$ cat config.mk
export PLATFORM = sky130hd
export DESIGN_NAME = lsba_ram
export DESIGN_NICKNAME = d
export VERILOG_FILES = /design/src/hdl/lsba_ram.sv
export SDC_FILE = /design/constraint.sdc
export NUM_CORES = 1
export LEC_CHECK = 0
export BUFFER_PORTS_ARGS = -buffer_cell sky130_fd_sc_hd__buf_2
export CAP_MARGIN = 5
export CORE_AREA = 2 2 156 82
export CTS_CLUSTER_SIZE = 16
export DETAILED_ROUTE_END_ITERATION = 16
export DIE_AREA = 0 0 158 84
export MAX_ROUTING_LAYER = met4
export PLACE_DENSITY = 0.63
export SYNTH_ARGS = -nofsm -noshare
export SYNTH_HDL_FRONTEND = slang
export SYNTH_SLANG_ARGS = --single-unit
$ cat constraint.sdc
create_clock -name i_clk -period 1.9 [get_ports i_clk]
set_input_delay 0.095 -clock i_clk [delete_from_list [all_inputs] [get_ports i_clk]]
set_output_delay 0.095 -clock i_clk [all_outputs]
set_load 0.1 [all_outputs]
$ cat src/hdl/lsba_ram.sv
// Generic simple dual-port RAM with registered read.
module lsba_ram #(
    parameter int WIDTH = 8,
    parameter int DEPTH = 16
) (
    input  logic                           i_clk,
    input  logic                           i_we,
    input  logic [$clog2(DEPTH > 1 ? DEPTH : 2)-1:0] i_waddr,
    input  logic [WIDTH-1:0]               i_wdata,
    input  logic                           i_re,
    input  logic [$clog2(DEPTH > 1 ? DEPTH : 2)-1:0] i_raddr,
    output logic [WIDTH-1:0]               o_rdata
);

    logic [WIDTH-1:0] r_mem [DEPTH];
    logic [WIDTH-1:0] r_rdata;

    always_ff @(posedge i_clk) begin
        if (i_we) begin
            r_mem[i_waddr] <= i_wdata;
        end
        // hold read data until the next read
        if (i_re) begin
            r_rdata <= r_mem[i_raddr];
        end
    end

    assign o_rdata = r_rdata;

endmodule

==> flow_summary_export.csv, run 1 <==
group,metric,value,unit
cts,cts_tree,"done",
cells_and_area,area_delta_synth_final,20.5,%
logic_synthesis,synth_area_leaders,"edfxtp_1 (78%), mux4_2 (7.8%), mux4_1 (7.0%), a22oi_1 (2.3%), nor2_1 (0.93%)",
placement,port_buffers,26,
run_status,status,"finished clean",
cts,insertion_delay,0.41,ns
cts,cts-resized-gates,0,
grt,antenna_found_initial,0,
timing,maxSlewViolCount,0,
logic_synthesis,ys_warn_count,0,
logic_synthesis,yosys.cell_count.top_type,"edfxtp_1",
floorplanning,initial_core_util,0.431,
setup_path,path_max_fanout,1,
drt,viasPerCell,5.24,
cts,cts.clk_slew.worst_paths,0.06,ns
timing,rsz0062_at_grt,"false",
drt,routed-via-count,2457,
cts,cts-buffers-inserted,17,
setup_path,path_class,"flip-flop to flip-flop",
grt,grt_usage,0.175,
grt,grt_pass1_vias,2507,
drt,antenna_left,0,
logic_synthesis,ys_seq_elements,136,
cells_and_area,nNetsFinal,305,
drt,finalWirelength,10.2,mm
drt,wl_per_cell,21.8,um
grt,grt_start_max_net_pins,33,
logic_synthesis,synth.distinct_cells,18,
cts,cts_setup_buffers,0,
timing,period_share,0.780,
power,ir_worst_vdd,0.661,mV
cts,cts_max_level,4,
grt,grt_first_pass_wirelength,15.6,mm
logic_synthesis,syn_area_per_cell,22.8,sq um
timing,max_freq,0.674,GHz
timing,finalSetupTns,0,ns
timing,skew,0.00881,ns
timing,max_slew_margin,0.675,
logic_synthesis,seq_area_frac_synth,0.781,
power,p_leak,0.00213,uW
cts,cts.sinks,136,
floorplanning,die_w,158,um
floorplanning,die_area,0.0133,sq mm
power,total_power,7270,uW
grt,grt_overflow,0,
placement,dp_hpwl,6.84,mm
floorplanning,io_pins,27,
worst_hold_path,min_path_type,"input port to flip-flop",
floorplanning,die_h,84,um
setup_path,startpoint_type,"flip-flop",
floorplanning,num_rows,29,
cells_and_area,drive_gt1_frac,0.328,
cts,cts_buffer_depth,2,
logic_synthesis,syn-num-nets,248,
timing,fin_crit,1.48,ns
logic_synthesis,yosys-top-cells-count,"edfxtp_1 (136), mux4_2 (18), a22oi_1 (16)",
drt,drcViolationCount,0,
setup_path,cp.required,2.04,ns
logic_synthesis,syn_inst,229,
cells_and_area,diodes,0,
logic_synthesis,syn_area,0.00523,sq mm
cells_and_area,postLayoutCellArea,0.00630,sq mm
power,powerDensity,1150,mW/mm^2
floorplanning,coreArea,0.0121,sq mm
placement,gp_congestion,0.749,
setup_path,arrival,1.62,ns
cts,cts_root_buf,"clkbuf_16",
setup_path,crit_path_end_kind,"flip-flop",
run,max-cap-violations,0,
drt,dr.pass1.iters,5,
logic_synthesis,synth-edff-count,136,
drt,drtIter0Drc,222,
cts,postCtsHoldBufs,0,
logic_synthesis,yosysTopAreaCellShare,0.781,
timing,hold_viol,0,
timing,worstMarginPinSlew,0.492,ns
logic_synthesis,synth_flop_cell,"edfxtp_1",
placement,postPlaceCellArea,0.00567,sq mm
logic_synthesis,async_flop_share,0,
logic_synthesis,yosysTopAreaCell,"edfxtp_1",
timing,finalSetupViolCount,0,
[critical path: stages, from the launching register on]
cell      delay (ns)
edfxtp_1        0.38
mux4_1          0.51
a22oi_1         0.21
nand2_1         0.12
[cell families after synthesis]
| group | synth area share |
|---|---|
| mux | 0.148 |
| buf+inv | 0.0165 |
| flops | 0.781 |
| compound gates | 0.0230 |
| simple gates | 0.0314 |
[state kept, by name, summed over array words and instances (netlist names)]
register and count:
o_rdata 8, r_mem 128
[stage by stage]
step           hold slack, ns   util  std cells  setup WS, ns
5_1_grt                0.0525  0.520        469         0.350
3_3_place_gp            0.477  0.468        437         0.267
3_5_place_dp            0.476  0.468        437         0.258
4_1_cts                0.0500  0.520        469         0.427
2_1_floorplan           0.194      -        229         0.312
6_report               0.0675  0.520        469         0.417
[placed cells by master (no fill, tap or decap), types with 2 or more instances in the layout]
master	instances
a22oi_1	16
buf_12	2
buf_2	26
buf_4	20
bufinv_16	4
clkbuf_16	17
clkinv_2	2
clkinv_4	2
clkinvlp_4	3
edfxtp_1	136
inv_6	3
mux4_1	14
mux4_2	18
nand2_1	9
nand2b_1	2
nand3b_1	2
nor2_1	13
nor3_1	4
[worst paths after layout]
check                    end  slack (ns)  depth (start not counted)         from
setup / recovery  o_rdata[4]        0.42                          3  r_mem[9][4]
hold / removal    o_rdata[5]        0.07                          1         i_re
setup reg to reg  o_rdata[4]        0.42                          3  r_mem[9][4]
hold reg to reg   o_rdata[7]        0.75                          3  r_mem[4][7]
[where the power goes]
part | internal (uW) | switching, uW
combinational | 135 | 280
clock | 2210 | 1240
sequential | 3380 | 22.0
total | 5720 | 1540
[per-layer routing]
layer,global-route usage,part of all wire
met4,0.0467,0.0068
met2,0.208,0.40
met1,0.285,0.47
met5,-,0
met3,0.0545,0.13
[cell type report]
cell class	count	area [sq um]
clock buffers	18	429
flip-flops and latches	136	4080
fillers	977	5820
repair buffers	48	320
clock inverters	14	196
well taps	170	213
multi-input cells	83	1060
Power figures use the tool's default switching activity.
==> inputs of run 2 (changes only) <==
==> config.mk (replaced) <==
export PLATFORM = sky130hd
export DESIGN_NAME = lsba_ram
export DESIGN_NICKNAME = d
export VERILOG_FILES = /design/src/hdl/lsba_ram.sv
export SDC_FILE = /design/constraint.sdc
export NUM_CORES = 1
export LEC_CHECK = 0
export ABC_AREA = 1
export BUFFER_PORTS_ARGS = -buffer_cell sky130_fd_sc_hd__buf_2
export CAP_MARGIN = 5
export CORE_AREA = 2 2 165 86
export CTS_CLUSTER_SIZE = 16
export DETAILED_ROUTE_END_ITERATION = 16
export DIE_AREA = 0 0 167 88
export MAX_ROUTING_LAYER = met4
export PLACE_DENSITY = 0.65
export SYNTH_ARGS = -nofsm -noshare
export SYNTH_HDL_FRONTEND = slang
export SYNTH_SLANG_ARGS = --single-unit
==> constraint.sdc (replaced) <==
create_clock -name i_clk -period 1.3 [get_ports i_clk]
set_input_delay 0.065 -clock i_clk [delete_from_list [all_inputs] [get_ports i_clk]]
set_output_delay 0.065 -clock i_clk [all_outputs]
set_load 0.1 [all_outputs]
==> run 2 against run 1 <==
Clock skew fell by 0.0018 ns. Synthesized cell count rose by 140%. Final cell count rose by 68%. Clock power rose by 28%. Sequential cell count did not move. Sequential share of layout area fell by 5.0 points. Largest cell class unchanged. Highest routed layer unchanged.
==> flow_summary_export.csv, run 2 <==
group,metric,value,unit
floorplanning,die_area,0.0147,sq mm
cts,postCtsHoldBufs,0,
logic_synthesis,yosys-top-cells-count,"nand2_1 (173), edfxtp_1 (136), inv_1 (100)",
cts,cts_tree,"done",
timing,hold_viol,0,
cts,insertion_delay,0.42,ns
cells_and_area,postLayoutCellArea,0.00683,sq mm
setup_path,cp.buffers_inverters,1,
worst_hold_path,min_from,"i_re",
drt,wl_per_cell,18.3,um
setup_path,arrival,1.21,ns
setup_path,path_max_fanout,1,
cells_and_area,fill_cells,1174,
setup_path,cp.required,1.24,ns
placement,port_buffers,26,
floorplanning,io_pins,27,
setup_path,slowest_delay,0.46,ns
setup_path,startpoint_type,"flip-flop",
power,powerDensity,1490,mW/mm^2
drt,viasPerCell,5.11,
cts,cts-resized-gates,6,
cts,cts.clk_slew.worst_paths,0.06,ns
drt,finalWirelength,14.4,mm
logic_synthesis,seq_area_frac_synth,0.698,
setup_path,crit_path_end_kind,"primary output",
logic_synthesis,syn-num-nets,570,
logic_synthesis,syn_inst,551,
placement,dp_cells,755,
logic_synthesis,synth_flop_cell,"edfxtp_1",
placement,postPlaceCellArea,0.00628,sq mm
grt,grt_start_max_net_pins,49,
cts,cts_buffer_depth,2,
floorplanning,die_w,167,um
cells_and_area,nNetsFinal,617,
timing,finalSetupTns,0,ns
logic_synthesis,synth-edff-count,136,
logic_synthesis,ys_warn_count,0,
timing,max_freq,0.783,GHz
floorplanning,num_rows,30,
cells_and_area,area_delta_synth_final,16.8,%
timing,rsz0062_at_grt,"false",
cells_and_area,largest_reg_flops,128,
logic_synthesis,yosys.cell_count.top_type,"nand2_1",
timing,skew,0.00704,ns
drt,antenna_left,0,
timing,worstMarginPinSlew,0.636,ns
cts,cts_setup_buffers,0,
cells_and_area,diodes,0,
logic_synthesis,yosysTopAreaCell,"edfxtp_1",
floorplanning,die_h,88,um
timing,fin_crit,1.28,ns
floorplanning,coreArea,0.0133,sq mm
setup_path,critPathTopFamily,"flip-flops",
cells_and_area,instances_no_fill,787,
setup_path,path_class,"flip-flop to primary output",
run,max-cap-violations,0,
cells_and_area,final_cell_mix,"nand2_1 (173), edfxtp_1 (136), inv_1 (100)",
floorplanning,initial_core_util,0.441,
drt,dr.pass1.iters,5,
worst_hold_path,min_path_type,"input port to flip-flop",
grt,antenna_found_initial,0,
timing,maxSlewViolCount,0,
cells_and_area,drive_gt1_frac,0.134,
logic_synthesis,syn_area,0.00585,sq mm
grt,grt_first_pass_wirelength,22.3,mm
setup_path,r2r_start,"r_mem[5][4]",
run_status,status,"finished clean",
cts,cts_max_level,4,
logic_synthesis,ys_seq_elements,136,
cts,cts.sinks,136,
drt,drcViolationCount,0,
timing,finalSetupViolCount,0,
cts,cts-buffers-inserted,17,
power,p_leak,0.00294,uW
logic_synthesis,syn_area_per_cell,10.6,sq um
logic_synthesis,synth_area_leaders,"edfxtp_1 (70%), nand2_1 (11%), nand3_1 (8.3%), inv_1 (6.4%), buf_6 (1.2%)",
grt,grt_overflow,0,
drt,drtIter0Drc,508,
placement,dp_hpwl,9.26,mm
placement,gp_congestion,0.895,
logic_synthesis,async_flop_share,0,
cts,cts_root_buf,"clkbuf_16",
setup_path,critical-path-slowest-cell,"edfxtp_1",
logic_synthesis,synth.distinct_cells,11,
cells_and_area,largest_register,"r_mem",
cells_and_area,final_common_cell,"nand2_1",
setup_path,crit_chain,"buf_4",
logic_synthesis,yosysTopAreaCellShare,0.698,
setup_path,startpoint,"o_rdata[3]",
drt,routed-via-count,4024,
grt,grt_usage,0.218,
power,ir_worst_vdd,0.971,mV
timing,max_slew_margin,0.576,
grt,grt_pass1_vias,3816,
timing,period_share,0.982,
==> run 2: final cells by class <==
cell class                 instances  area [sq um]  share of cell area
sequential                       136          4080               0.598
multi-input combinational        289          1210               0.178
clock buffer                      17           425              0.0623
timing repair buffer              52           393              0.0575
inverter                         102           383              0.0560
tap                              176           220              0.0322
clock inverter                    15           113              0.0165
==> run 2: power breakdown <==
group          switching (uW)  total [uW]  internal, uW
sequential               41.3        4980          4940
combinational             575         775           200
clock                    1820        4410          2580
==> run 2: metal layers <==
layer / GRT usage / vias to the layer above / part of all wire
met4: 0.0721 / 0 / 0.012
met2: 0.300 / 199 / 0.43
met1: 0.318 / 1928 / 0.46
li1: - / 1876 / -
met5: - / - / 0
met3: 0.0488 / 21 / 0.10
==> run 2: metrics by stage <==
| stage | util | setup slack, ns | hold WS [ns] | power (uW) |
|---|---|---|---|---|
| 2_1_floorplan | - | 0.284 | 0.164 | 5550 |
| 3_3_place_gp | 0.474 | 0.0508 | 0.460 | 5810 |
| 3_5_place_dp | 0.474 | 0.00369 | 0.469 | 5830 |
| 4_1_cts | 0.515 | 0.00427 | 0.0365 | 10200 |
| 5_1_grt | 0.516 | 0.0347 | 0.0395 | 10500 |
| 6_report | 0.516 | 0.0232 | 0.0427 | 10200 |
==> run 2: final timing paths <==
| path | cells past startpoint | slack (ns) | to |
|---|---|---|---|
| max reg2reg | 6 | 0.12 | o_rdata[4] |
| min | 1 | 0.04 | o_rdata[1] |
| min reg2reg | 6 | 0.74 | o_rdata[7] |
| max | 1 | 0.02 | o_rdata[3] |
==> run 2: cell families (layout without fill, tap and decap cells) <==
kind of cell / after synthesis / after routing / share of synthesized area
buffers and inverters: 126 / 186 / 0.0939
DFF: 136 / 136 / 0.698
and+or+nand+nor: 289 / 289 / 0.208
==> inputs of run 3 (changes only) <==
--- a/config.mk
+++ b/config.mk
@@ -14,6 +14,7 @@
 export DIE_AREA = 0 0 167 88
 export MAX_ROUTING_LAYER = met4
 export PLACE_DENSITY = 0.65
+export RECOVER_POWER = 100
 export SYNTH_ARGS = -nofsm -noshare
 export SYNTH_HDL_FRONTEND = slang
 export SYNTH_SLANG_ARGS = --single-unit
==> constraint.sdc (replaced) <==
create_clock -name i_clk -period 1.3 [get_ports i_clk]
set_input_delay 0.195 -clock i_clk [delete_from_list [all_inputs] [get_ports i_clk]]
set_output_delay 0.195 -clock i_clk [all_outputs]
set_load 0.1 [all_outputs]
==> run 3 against run 2 <==
Clock power is 14% higher. Critical path depth stayed put. The run now ends with setup timing left. Via count down 0.70%. Combinational power rose by 4.9%. Register-to-register slack better by 0.08 ns. Sequential cell count unchanged. First-iteration DRC count down 32%. Worst setup slack got worse by 0.038 ns. Non-clock buffer count stayed put. Sequential power barely moved. Largest cell class unchanged. Maximum frequency is 2.9% lower. Core utilization grew 0.67 points.
==> flow_summary_export.csv, run 3 (synthesized netlist as in run 2, its figures left out) <==
group,metric,value,unit
run_status,status,"complete, but fails checks",
run_status,violations,"setup timing",
run,max-cap-violations,0,
cells_and_area,final_cell_mix,"nand2_1 (173), edfxtp_1 (136), inv_1 (100)",
cells_and_area,post-route-util,0.522,
floorplanning,coreArea,0.0133,sq mm
setup_path,cp.required,1.11,ns
timing,finalSetupTns,-0.0496,ns
cells_and_area,nNetsFinal,617,
grt,antenna_found_initial,0,
timing,skew,0.00643,ns
timing,fin_ws,-0.0147,ns
placement,postPlaceCellArea,0.00638,sq mm
worst_hold_path,min_path_type,"input port to flip-flop",
drt,finalWirelength,14.6,mm
cts,cts_buffer_depth,2,
grt,grt_start_max_net_pins,49,
floorplanning,die_h,88,um
drt,drtIter0Drc,343,
floorplanning,io_pins,27,
setup_path,arrival,1.12,ns
setup_path,path_max_fanout,1,
setup_path,critical-path-slowest-cell,"edfxtp_1",
timing,rsz0062_at_grt,"true",
placement,dp_hpwl,9.40,mm
drt,antenna_left,0,
setup_path,startpoint_type,"flip-flop",
drt,routed-via-count,3996,
power,p_leak,0.00292,uW
cells_and_area,largest_register,"r_mem",
floorplanning,die_area,0.0147,sq mm
power,ir_worst_vdd,0.772,mV
cells_and_area,postLayoutCellArea,0.00692,sq mm
cells_and_area,area_delta_synth_final,18.4,%
drt,drcViolationCount,0,
cts,insertion_delay,0.42,ns
grt,grt_usage,0.218,
grt,grt_first_pass_wirelength,22.2,mm
timing,holdWs,0.236,ns
setup_path,crit_path_end_kind,"primary output",
drt,dr.pass1.iters,5,
timing,max_freq,0.761,GHz
cells_and_area,final_common_cell,"nand2_1",
setup_path,path_class,"flip-flop to primary output",
cells_and_area,diodes,0,
timing,finalSetupViolCount,4,
drt,wl_per_cell,18.5,um
floorplanning,die_w,167,um
timing,worstMarginPinSlew,0.871,ns
setup_path,crit_chain,"buf_12",
placement,gp_congestion,0.938,
drt,viasPerCell,5.08,
cts,cts_max_level,4,
timing,hold_viol,0,
cts,cts.clk_slew.worst_paths,0.06,ns
setup_path,critPathTopFamily,"flip-flops",
setup_path,cp.buffers_inverters,1,
cells_and_area,drive_gt1_frac,0.0949,
floorplanning,num_rows,30,
cts,cts_root_buf,"clkbuf_16",
grt,grt_overflow,0,
placement,port_buffers,26,
timing,period_share,1.01,
power,powerDensity,1570,mW/mm^2
floorplanning,initial_core_util,0.441,
timing,fin_crit,1.31,ns
cts,cts_tree,"done",
timing,maxSlewViolCount,0,
cts,cts.sinks,136,
cts,cts-buffers-inserted,17,
grt,grt_pass1_vias,3807,
setup_path,slowest_delay,0.49,ns
cells_and_area,largest_reg_flops,128,
timing,max_slew_margin,0.419,
cells_and_area,fill_cells,1199,
[run 3: routing by layer]
metal  GRT usage  up-vias  part of all wire
met2       0.303      184              0.42
met5           -        -                 0
met1       0.311     1921              0.48
met3      0.0628       17             0.095
met4      0.0627        0            0.0073
li1            -     1874                 -
[run 3: power breakdown]
group	internal [uW]	switching, uW	leakage, uW
Clock	3200	1830	0.000292
Combinational	232	582	0.00140
Sequential	4950	47.2	0.00124
[run 3: final cells by class]
type / instances / area (sq um) / area share
sequential: 136 / 4080 / 0.590
inverter: 102 / 383 / 0.0553
clock inverter: 13 / 179 / 0.0259
clock buffer: 19 / 433 / 0.0626
timing repair buffer: 52 / 408 / 0.0589
multi-input combinational: 289 / 1210 / 0.175
tap: 176 / 220 / 0.0318
[run 3: what timing repair did]
action	CTS	global route
endpoints found under the setup margin	7	5
resized for setup	2	0
pin swaps	0	0
hold buffers	0	0
setup buffers	0	0
[run 3: path summary, 6_finish.rpt]
kind | from | endpoint | slack, ns | cells past startpoint
hold reg to reg | r_mem[11][0] | o_rdata[0] | 0.75 | 6
setup reg to reg | r_mem[15][5] | o_rdata[5] | 0.20 | 6
hold / removal | i_raddr[3] | o_rdata[2] | 0.24 | 3
setup / recovery | o_rdata[6] | o_rdata[6] | -0.01 | 1
[run 3: per-stage QoR]
step / setup WS [ns] / power (uW) / std cells
2_1_floorplan: 0.154 / 5550 / 551
3_3_place_gp: -0.0518 / 5880 / 755
3_5_place_dp: -0.0720 / 5900 / 755
4_1_cts: -0.0194 / 10900 / 787
5_1_grt: -0.0537 / 11200 / 787
6_report: -0.0147 / 10800 / 787
